[src/rtl/core/uxf_pkg.sv]
// Shared constants and codes of the UART receive buffer with XON/XOFF flow control.
package uxf_pkg;

  // Buffer geometry. The ring holds at most DEPTH-1 bytes.
  localparam int unsigned DEPTH  = 64;
  localparam int unsigned PTR_W  = (DEPTH > 1) ? $clog2(DEPTH) : 1;
  localparam int unsigned FILL_W = PTR_W + 1;

  // Field widths fixed by the interface.
  localparam int unsigned BYTE_W  = 8;
  localparam int unsigned LEVEL_W = 6;
  localparam int unsigned CMP_W   = (FILL_W > LEVEL_W) ? FILL_W : LEVEL_W;

  // Request codes.
  localparam logic [1:0] REQ_RX   = 2'd0;
  localparam logic [1:0] REQ_POP  = 2'd1;
  localparam logic [1:0] REQ_FLOW = 2'd2;

  // Configuration register indexes.
  localparam int unsigned   CFG_IDX_W   = 2;
  localparam logic [CFG_IDX_W-1:0] CFG_LOW_WM  = 2'd0;
  localparam logic [CFG_IDX_W-1:0] CFG_HIGH_WM = 2'd1;

  // Reset values of the watermarks.
  localparam logic [LEVEL_W-1:0] LOW_WM_RST  = 6'd16;
  localparam logic [LEVEL_W-1:0] HIGH_WM_RST = 6'd48;

  // Flow-control characters.
  localparam logic [BYTE_W-1:0] CHAR_XON  = 8'h11;
  localparam logic [BYTE_W-1:0] CHAR_XOFF = 8'h13;

endpackage

[src/rtl/core/uart_rx_fifo_xon_xoff_unit.sv]
// Top level of the UART receive byte buffer with XON/XOFF software flow control.
//
// Usage: each request on the input channel (in_valid_i / in_stall_o) carries a
// request type and a byte. A received byte of XON or XOFF updates the
// remote-paused flag and is not stored; any other byte is written into the ring
// buffer, or dropped and flagged when the buffer is full. A pop request reads
// the oldest byte, and a flow check compares the fill level with the two
// watermarks and asks for XOFF or XON to be sent, with hysteresis.
// Every request produces exactly one result on the output channel
// (out_valid_o / out_stall_i), in the cycle after it is accepted.
// Throughput is one request per cycle while the receiver does not stall: the
// byte store is a single memory whose registered read port returns a popped
// byte at the same edge at which the rest of the result is registered, and
// write and read never hit the same entry in one request.
// When the receiver stalls, the result stays on the outputs and in_stall_o is
// raised, so no further request is accepted until the result is taken.
// Reset clears the pointers, both pause flags and the result valid, and loads
// the watermark defaults of 16 and 48. The byte store itself is not cleared.
// Watermarks are written through the configuration port, which is always
// ready; writes to an index beyond the two registers are ignored.
module uart_rx_fifo_xon_xoff_unit
  import uxf_pkg::*;
(
  input  logic                 clk_i,
  input  logic                 rst_ni,
  // Request channel.
  input  logic                 in_valid_i,
  output logic                 in_stall_o,
  input  logic [1:0]           req_type_i,
  input  logic [BYTE_W-1:0]    rx_byte_i,
  // Result channel.
  output logic                 out_valid_o,
  input  logic                 out_stall_i,
  output logic [BYTE_W-1:0]    pop_data_o,
  output logic                 pop_valid_o,
  output logic                 byte_dropped_o,
  output logic                 send_flow_o,
  output logic [BYTE_W-1:0]    flow_char_o,
  output logic                 remote_paused_o,
  output logic                 local_paused_o,
  output logic [LEVEL_W-1:0]   fill_level_o,
  output logic                 is_empty_o,
  // Configuration write channel.
  input  logic                 cfg_valid_i,
  output logic                 cfg_ready_o,
  input  logic [CFG_IDX_W-1:0] cfg_index_i,
  input  logic [LEVEL_W-1:0]   cfg_data_i
);

  // Byte store: one write port and one registered read port.
  logic [BYTE_W-1:0] byte_store_q [DEPTH];
  logic [BYTE_W-1:0] pop_rdata_q;

  // Control state.
  logic [PTR_W-1:0]   wr_ptr_q, wr_ptr_d;
  logic [PTR_W-1:0]   rd_ptr_q, rd_ptr_d;
  logic               remote_xoff_q, remote_xoff_d;
  logic               sent_xoff_q, sent_xoff_d;
  logic               out_valid_q;
  logic [LEVEL_W-1:0] low_wm_q, high_wm_q;

  // Result flags of the last request.
  logic pop_valid_q, pop_valid_d;
  logic dropped_q, dropped_d;
  logic send_flow_q, send_flow_d;

  logic accept;
  logic mem_we, mem_re;
  logic [PTR_W-1:0] wr_ptr_inc, rd_ptr_inc;
  logic [FILL_W-1:0] fill_cur, fill_out;
  logic [CMP_W-1:0]  fill_cmp, fill_out_ext;

  // Fill level modulo DEPTH, valid for depths that are not a power of two.
  function automatic logic [FILL_W-1:0] fill_of(logic [PTR_W-1:0] wp, logic [PTR_W-1:0] rp);
    logic [FILL_W-1:0] w_ext, r_ext;
    w_ext = {1'b0, wp};
    r_ext = {1'b0, rp};
    if (wp >= rp) begin
      fill_of = w_ext - r_ext;
    end else begin
      fill_of = w_ext + FILL_W'(DEPTH) - r_ext;
    end
  endfunction

  function automatic logic [PTR_W-1:0] ptr_inc(logic [PTR_W-1:0] p);
    if (p == PTR_W'(DEPTH - 1)) begin
      ptr_inc = '0;
    end else begin
      ptr_inc = p + PTR_W'(1);
    end
  endfunction

  // A new request is taken whenever the result register is free or being emptied.
  assign in_stall_o  = out_valid_q & out_stall_i;
  assign accept      = in_valid_i & ~in_stall_o;
  assign cfg_ready_o = 1'b1;

  assign wr_ptr_inc = ptr_inc(wr_ptr_q);
  assign rd_ptr_inc = ptr_inc(rd_ptr_q);
  assign fill_cur   = fill_of(wr_ptr_q, rd_ptr_q);
  assign fill_cmp   = CMP_W'(fill_cur);

  always_comb begin
    wr_ptr_d      = wr_ptr_q;
    rd_ptr_d      = rd_ptr_q;
    remote_xoff_d = remote_xoff_q;
    sent_xoff_d   = sent_xoff_q;
    pop_valid_d   = 1'b0;
    dropped_d     = 1'b0;
    send_flow_d   = 1'b0;
    mem_we        = 1'b0;
    mem_re        = 1'b0;
    case (req_type_i)
      REQ_RX: begin
        if (rx_byte_i == CHAR_XON) begin
          remote_xoff_d = 1'b0;
        end else if (rx_byte_i == CHAR_XOFF) begin
          remote_xoff_d = 1'b1;
        end else if (wr_ptr_inc == rd_ptr_q) begin
          dropped_d = 1'b1;
        end else begin
          mem_we   = accept;
          wr_ptr_d = wr_ptr_inc;
        end
      end
      REQ_POP: begin
        if (wr_ptr_q != rd_ptr_q) begin
          mem_re      = accept;
          pop_valid_d = 1'b1;
          rd_ptr_d    = rd_ptr_inc;
        end
      end
      REQ_FLOW: begin
        if (sent_xoff_q && (fill_cmp <= CMP_W'(low_wm_q))) begin
          send_flow_d = 1'b1;
          sent_xoff_d = 1'b0;
        end else if (!sent_xoff_q && (fill_cmp > CMP_W'(high_wm_q))) begin
          send_flow_d = 1'b1;
          sent_xoff_d = 1'b1;
        end
      end
      default: begin
      end
    endcase
  end

  // Memory access. A push and a pop never come in the same request, so the
  // read never sees a write to its own entry.
  always_ff @(posedge clk_i) begin
    if (mem_we) begin
      byte_store_q[wr_ptr_q] <= rx_byte_i;
    end
    if (mem_re) begin
      pop_rdata_q <= byte_store_q[rd_ptr_q];
    end
  end

  // Result flags are payload and load only with an accepted request.
  always_ff @(posedge clk_i) begin
    if (accept) begin
      pop_valid_q <= pop_valid_d;
      dropped_q   <= dropped_d;
      send_flow_q <= send_flow_d;
    end
  end

  always_ff @(posedge clk_i or negedge rst_ni) begin
    if (!rst_ni) begin
      wr_ptr_q      <= '0;
      rd_ptr_q      <= '0;
      remote_xoff_q <= 1'b0;
      sent_xoff_q   <= 1'b0;
      out_valid_q   <= 1'b0;
    end else begin
      if (accept) begin
        wr_ptr_q      <= wr_ptr_d;
        rd_ptr_q      <= rd_ptr_d;
        remote_xoff_q <= remote_xoff_d;
        sent_xoff_q   <= sent_xoff_d;
        out_valid_q   <= 1'b1;
      end else if (!out_stall_i) begin
        out_valid_q   <= 1'b0;
      end
    end
  end

  always_ff @(posedge clk_i or negedge rst_ni) begin
    if (!rst_ni) begin
      low_wm_q  <= LOW_WM_RST;
      high_wm_q <= HIGH_WM_RST;
    end else if (cfg_valid_i) begin
      case (cfg_index_i)
        CFG_LOW_WM:  low_wm_q  <= cfg_data_i;
        CFG_HIGH_WM: high_wm_q <= cfg_data_i;
        default: begin
        end
      endcase
    end
  end

  // The status fields follow the state registers, which change only together
  // with a new result, so they hold steady while the result waits.
  assign fill_out     = fill_of(wr_ptr_q, rd_ptr_q);
  assign fill_out_ext = CMP_W'(fill_out);

  assign out_valid_o     = out_valid_q;
  assign pop_valid_o     = pop_valid_q;
  assign pop_data_o      = pop_valid_q ? pop_rdata_q : '0;
  assign byte_dropped_o  = dropped_q;
  assign send_flow_o     = send_flow_q;
  // After a flow request, the new local pause flag tells which character it was.
  assign flow_char_o     = send_flow_q ? (sent_xoff_q ? CHAR_XOFF : CHAR_XON) : '0;
  assign remote_paused_o = remote_xoff_q;
  assign local_paused_o  = sent_xoff_q;
  assign fill_level_o    = fill_out_ext[LEVEL_W-1:0];
  assign is_empty_o      = (wr_ptr_q == rd_ptr_q);

endmodule

[config.mk]
export PLATFORM = sky130hd
export DESIGN_NAME = uart_rx_fifo_xon_xoff_unit
export DESIGN_NICKNAME = d
export VERILOG_FILES = /design/src/rtl/core/uxf_pkg.sv /design/src/rtl/core/uart_rx_fifo_xon_xoff_unit.sv
export SDC_FILE = /design/constraint.sdc
export NUM_CORES = 1
export LEC_CHECK = 0
export BUFFER_PORTS_ARGS = -buffer_cell sky130_fd_sc_hd__buf_2
export CAP_MARGIN = 10
export CORE_UTILIZATION = 50
export CTS_BUF_LIST = sky130_fd_sc_hd__clkbuf_16
export CTS_CLUSTER_DIAMETER = 40
export CTS_CLUSTER_SIZE = 40
export DETAILED_ROUTE_END_ITERATION = 10
export HOLD_SLACK_MARGIN = 0.05
export PLACE_DENSITY = 0.76
export SLEW_MARGIN = 10
export SYNTH_ARGS = -nofsm -noshare
export SYNTH_HDL_FRONTEND = slang
export SYNTH_SLANG_ARGS = --single-unit
[constraint.sdc]
create_clock -name clk_i -period 4.8 [get_ports clk_i]
set_input_delay 0 -clock clk_i [delete_from_list [all_inputs] [get_ports clk_i]]
set_output_delay 0 -clock clk_i [all_outputs]
set_load 0.005 [all_outputs]
After elaboration in Yosys (flattened, before gate mapping)
Memories as Yosys holds them, arrays and structs flattened. A register that Yosys moved wholly into a read port is not among the register bits.
Cells that the tools add are included.
{"block": "classes", "n_addsub": 5, "n_lt_le_gt_ge": 3, "eq_ne": 11, "muxes": 24, "n_bitwise": 7, "n_reduce_logical": 14}
{"cell": "$mux 1", "n": 18}
{"cell": "$eq 8x5->1 const B", "n": 2}
{"cell": "$add 6x1->6 const B", "n": 2}
{"cell": "$eq 6x6->1", "n": 2}
{"cell": "$eq 6x6->1 const B", "n": 2}
{"cell": "$mux 6", "n": 2}
{"cell": "$reduce_and 3->1", "n": 3}
{"cell": "$mux 8", "n": 1}
{"cell": "$add 6x7->7 const B", "n": 1}
{"cell": "$gt 7x6->1", "n": 1}
{"cell": "$le 7x6->1", "n": 1}
{"cell": "$mux 7", "n": 1}
{"cell": "$sub 6x6->7", "n": 1}
{"cell": "$sub 7x6->7", "n": 1}
{"cell": "$ge 6x6->1", "n": 1}
{"cell": "$ne 6x6->1", "n": 1}
{"cell": "$mux 5", "n": 1}
{"cell": "$not 1->1", "n": 5}
{"cell": "$reduce_and 5->1", "n": 1}
{"cell": "$eq 2x1->1 const B", "n": 2}
{"cell": "$logic_not 2->1", "n": 2}
{"cell": "$reduce_and 2->1", "n": 2}
{"cell": "$reduce_bool 2->1", "n": 2}
{"cell": "$reduce_or 3->1", "n": 1}
{"cell": "other kinds (6)", "n": 8}
{"block": "word_totals", "regBits": 30, "ram_bits": 512, "in_bits": 23, "output_inout_bits": 31, "word_cells": 75, "memories": 1}
{"name": "byte_store_q", "depth": 64, "word_bits": 8, "read_ports": 1, "rd_clocked_by_memory_dff": 1, "wr": 1, "line": "uart_rx_fifo_xon_xoff_unit.sv:51", "text": "logic [BYTE_W-1:0] byte_store_q [DEPTH];"}

Depth between registers and ports, before layout
{"block": "depth", "depth_word": 9, "ltp_mapped": 17}

Least setup slack after synthesis
OpenSTA, ideal clock, no wires.
{"block": "synth_timing", "path_kind": "flip-flop to flip-flop", "startpoint": "register rd_ptr_q[1]", "endpoint": "register send_flow_q, in the netlist send_flow_o, data pin", "arrival_ns": 4.254, "setup_slack_ns": 0.388, "stages_incl_launch_ff": 18, "path_buffers": 3, "path_cell_list": "dfrtp_1 > buf_2 > buf_1 > buf_2 > inv_1 > ha_1 > nor2b_1 > o2111ai_1 > a31o_1 > mux2_1 > or2_1 > o311ai_1 > ha_1 > nand3_1 > o21bai_1 > a21oi_1 > or4_1 > o211ai_1"}
{"block": "synth_via", "elab_chain_cells": 6}
{"element": "start: declaration", "line": "uart_rx_fifo_xon_xoff_unit.sv:56", "text": "logic [PTR_W-1:0] rd_ptr_q, rd_ptr_d;"}
{"element": "start signal: assignment", "line": "uart_rx_fifo_xon_xoff_unit.sv:177", "text": "rd_ptr_q <= rd_ptr_d;"}
{"element": "$sub 7x6->7, or another cell as far along"}
{"element": "$mux 7 *", "line": "uart_rx_fifo_xon_xoff_unit.sv:78", "text": "if (wp >= rp) begin"}
{"element": "via fill_level_o[5]", "line": "uart_rx_fifo_xon_xoff_unit.sv:41", "text": "output logic [LEVEL_W-1:0] fill_level_o,"}
{"element": "$gt 7x6->1", "line": "uart_rx_fifo_xon_xoff_unit.sv:137", "text": "end else if (!sent_xoff_q && (fill_cmp > CMP_W'(high_wm_q))) begin"}
{"element": "$logic_and 1x1->1", "line": "uart_rx_fifo_xon_xoff_unit.sv:137"}
{"element": "$mux 1", "line": "uart_rx_fifo_xon_xoff_unit.sv:137"}
{"element": "$mux 1 *", "line": "uart_rx_fifo_xon_xoff_unit.sv:134", "text": "if (sent_xoff_q && (fill_cmp <= CMP_W'(low_wm_q))) begin"}
{"element": "end signal: assignment", "line": "uart_rx_fifo_xon_xoff_unit.sv:163", "text": "send_flow_q <= send_flow_d;"}
{"element": "end: declaration", "line": "uart_rx_fifo_xon_xoff_unit.sv:65", "text": "logic send_flow_q, send_flow_d;"}
The timed path passes the listed nets; every way through them passes the cells marked *.
A chain may end at the register's enable or synchronous reset.

Final worst setup path
{"block": "layout_timing", "startpoint": "register wr_ptr_q[0]", "endpoint": "register send_flow_q, in the netlist send_flow_o, data pin"}
{"block": "layout_via", "elab_chain_cells": 7}
{"element": "start: declaration", "line": "uart_rx_fifo_xon_xoff_unit.sv:55", "text": "logic [PTR_W-1:0] wr_ptr_q, wr_ptr_d;"}
{"element": "start signal: assignment", "line": "uart_rx_fifo_xon_xoff_unit.sv:176", "text": "wr_ptr_q <= wr_ptr_d;"}
{"element": "$add 6x7->7"}
{"element": "$sub 7x6->7"}
{"element": "$mux 7 *", "line": "uart_rx_fifo_xon_xoff_unit.sv:78"}
{"element": "$gt 7x6->1", "line": "uart_rx_fifo_xon_xoff_unit.sv:137"}
{"element": "$logic_and 1x1->1", "line": "uart_rx_fifo_xon_xoff_unit.sv:137"}
{"element": "$mux 1", "line": "uart_rx_fifo_xon_xoff_unit.sv:137"}
{"element": "$mux 1 *", "line": "uart_rx_fifo_xon_xoff_unit.sv:134"}
Mark *: on every way between the ends. The rest lies on a longest branch, timed or not.

==> flow_summary.toml <==
[route]
drc = 0
vias = 11990
drt-wirelength-per-cell_um = 26.06
first_iter_violations = 1586
drt-total-wl_mm = 50.52
drtAntennaViolNets = 0
dr.pass1.iters = 6
viasPerCell = 6.186

[worst_setup_path]
crit_required_ns = 5.25
end_kind = "flop"
crit_path_start_kind = "flop"
worstPathArrival_ns = 4.68
critical_path_peak_fanout = 11
path_class = "reg2reg"

[grt]
grt_usage_pct = 22.39
overflow = 0
grt_max_degree = 107
first_global_vias = 12050
grt_pass1_wl_mm = 76.36
grt_antenna_before_repair = 0

[layout]
antenna_cells = 0
drive_above_1_share_pct = 29.10
fill_cells = 3136
nets = 1346
area_growth_pct = 14.25
multiInputGateArea_sq_mm = 0.005839
seq_area_sq_mm = 0.01639

[clocking]
cts.sinks = 550
ctsResizeCount = 0
clk_latency_ns = 0.62
postCtsSetupBuffers = 0
tritoncts = "yes"
clk_path_buf_depth = 3
root_buffer = "clkbuf_16"
htree_levels = 2
clk_pin_slew_worst_paths_ns = 0.07
cts_buffers = 54

[synthesis]
synth-adder-area-share_pct = 1.246
synth_xor_area_share_pct = 0.3859
synthMuxAreaShare_pct = 15.54
netlist_area_sq_mm = 0.02270
synth_compound_area_share_pct = 3.225
ys_ff_latch = 550
synth_edf_count = 523
synth_top_family_by_area = "multiplexers"
synthArstFlopShare_pct = 4.909
ys_types = 70
avgSynthCellArea_sq_um = 19.36
ys_seq_area_share_pct = 72.19
ys.warnings.count = 0
synthSimpleGateAreaFrac_pct = 5.033
ys.flop_type = "edfxtp_1"
synthCells = 1172

[power]
clock_power_share_pct = 30.1
ir_drop_mv = 0.6063
power.share.switching_pct = 32.27
p_seq_share_pct = 38.9
internal-power_mw = 9.496
p_comb_share_pct = 30.9
pwr_density_cell_mw_per_mm2 = 540.7
p_sw_mw = 4.524
finalPower_mw = 14.02
power.leakage_nw = 8.531

[timing]
fin_setup_tns_ns = 0
hold_slack_ns = 0.06922
hold_viol_final = 0
skew_ns = 0.03680
max_freq_mhz = 236.2
fin_crit_sh_pct = 88.20
final_max_slew_viol_count = 0
min_period_ns = 4.234
setup-violations-final = 0
slew_headroom_pct = 14.39
grt_setup_unrepaired = "no"
worst_slew_pin_slew_ns = 1.279

[flow_run]
max-cap-violations = 0

[floorplan]
die_area_sq_mm = 0.04625
initial_utilization_pct = 50.99
rows = 77
coreArea_sq_mm = 0.04451
ioPinCount = 54
die_x_um = 215.1
die_y_um = 215.1

[placement]
hpwl_mm = 29.46
io_buffers = 47
gp_congestion = 0.9027

[hold_path]
min_path_type = "in2reg"

[status]
outcome = "finished clean"
[registers in the layout, summed over array words and instances, names as in the netlist]
name and flops:
byte_store_q 512, pop_rdata_q 8, high_wm_q 6, low_wm_q 6, rd_ptr_q 6, wr_ptr_q 6, byte_dropped_o 1, local_paused_o 1
out_valid_o 1, pop_valid_o 1, remote_paused_o 1, send_flow_o 1
[worst paths after layout]
kind / to / start / slack [ns] / cells past startpoint
worst max-delay path: send_flow_o / wr_ptr_q[0] / 0.57 / 14
worst min-delay path: byte_store_q[21][3] / rx_byte_i[3] / 0.07 / 2
worst max register to register: send_flow_o / wr_ptr_q[0] / 0.57 / 14
worst min register to register: high_wm_q[3] / high_wm_q[3] / 0.52 / 1
max in group asynchronous: rd_ptr_q[1] / rst_ni / 4.07 / 4
min in group asynchronous: high_wm_q[5] / rst_ni / 0.53 / 3
[power by group through the flow]
stage	logic, mW	registers [mW]	clock network, mW
after floorplan	3.05	5.52	0
after global placement	4.20	5.55	0
after detailed placement	4.26	5.56	0
after CTS	4.31	5.45	4.28
after global routing	4.60	5.47	4.47
final	4.34	5.46	4.23
[cell usage in the layout (no fill, tap or decap), drive strengths merged, types with 10 or more instances in the layout]
cell         netlist  final
and2              10     10
mux4             132    132
mux2i             41     41
o221ai            12     12
buf               57    112
nand3             18     18
clkinv             0     21
nor2              26     26
inv               25     44
mux2              12     12
a21oi             21     21
edfxtp           523    523
nand2             34     34
nor3              59     59
clkbuf            16     54
nor4              13     13
ha                21     21
o21ai             32     32
dlygate4sd3        0     30
dfrtp             24     24
[per-layer routing]
layer	wire length (um)	vias to the layer above	part of all wire [%]	track usage [%]
met1	20330	6233	40	31.68
met2	24300	590	48	35.18
met5	0	-	0	0
li1	-	5075	-	-
met4	1702	0	3.4	8.936
met3	4191	96	8.3	3.553
[cell families (layout without fill, tap and decap cells)]
group / Yosys count / after routing
compound gates: 109 / 109
xor+xnor: 10 / 10
flops: 550 / 550
simple gates: 196 / 196
buf+inv: 98 / 269
mux: 185 / 185
other cells: 2 / 6
fa+ha+maj: 22 / 22
[synth_stat cells, drive strengths merged, types with 7 or more instances]
master | count | share of area (%)
edfxtp | 523 | 69
clkbuf | 16 | 0.26
mux2 | 12 | 0.63
nand3 | 18 | 0.47
nor2 | 26 | 0.44
mux4 | 132 | 13
or3 | 7 | 0.19
nand2 | 34 | 0.56
inv | 25 | 0.41
a21oi | 21 | 0.46
and2 | 10 | 0.28
o221ai | 12 | 0.49
o21ai | 32 | 0.72
dfrtp | 24 | 2.6
nor4 | 13 | 0.39
nor3 | 59 | 1.7
buf | 57 | 1.7
mux2i | 41 | 1.8
ha | 21 | 1.2
[worst max-delay path, stage by stage, from the launching register on]
cell	delay (ns)
dfrtp_1	0.55
inv_1	0.18
ha_1	0.41
nand4_1	0.15
nor2_2	0.24
nor4_1	0.07
mux2_1	0.32
or2_1	0.27
o311ai_1	0.54
ha_1	0.36
nand3_1	0.11
o21bai_1	0.11
a21oi_1	0.10
or4_1	0.51
o211ai_1	0.16
[per-stage QoR]
stage                     instances  util [%]  worst slack (ns)  area [sq um]
after floorplan                1176         -            0.3885         22710
after global placement         1806     53.41            0.9002         23770
after detailed placement       1806     53.41            0.6419         23770
after CTS                      1939     58.21            0.6271         25910
after global routing           1939     58.25            0.2434         25930
final                          1939     58.25            0.5663         25930
[layout make-up]
cell class | instances | share of cell area [%]
clock buffers | 54 | 5.212
inverters | 25 | 0.3619
multi-input cells | 528 | 22.52
well taps | 592 | 2.857
repair buffers | 142 | 4.044
flip-flops and latches | 550 | 63.22
clock inverters | 48 | 1.785
[repair_timing]
item                                    CTS  global route
hold buffers                             31             0
hold endpoints to repair                 77             0
endpoints found under the setup margin    0             0
No activity file was read; power rests on OpenSTA's default activity.
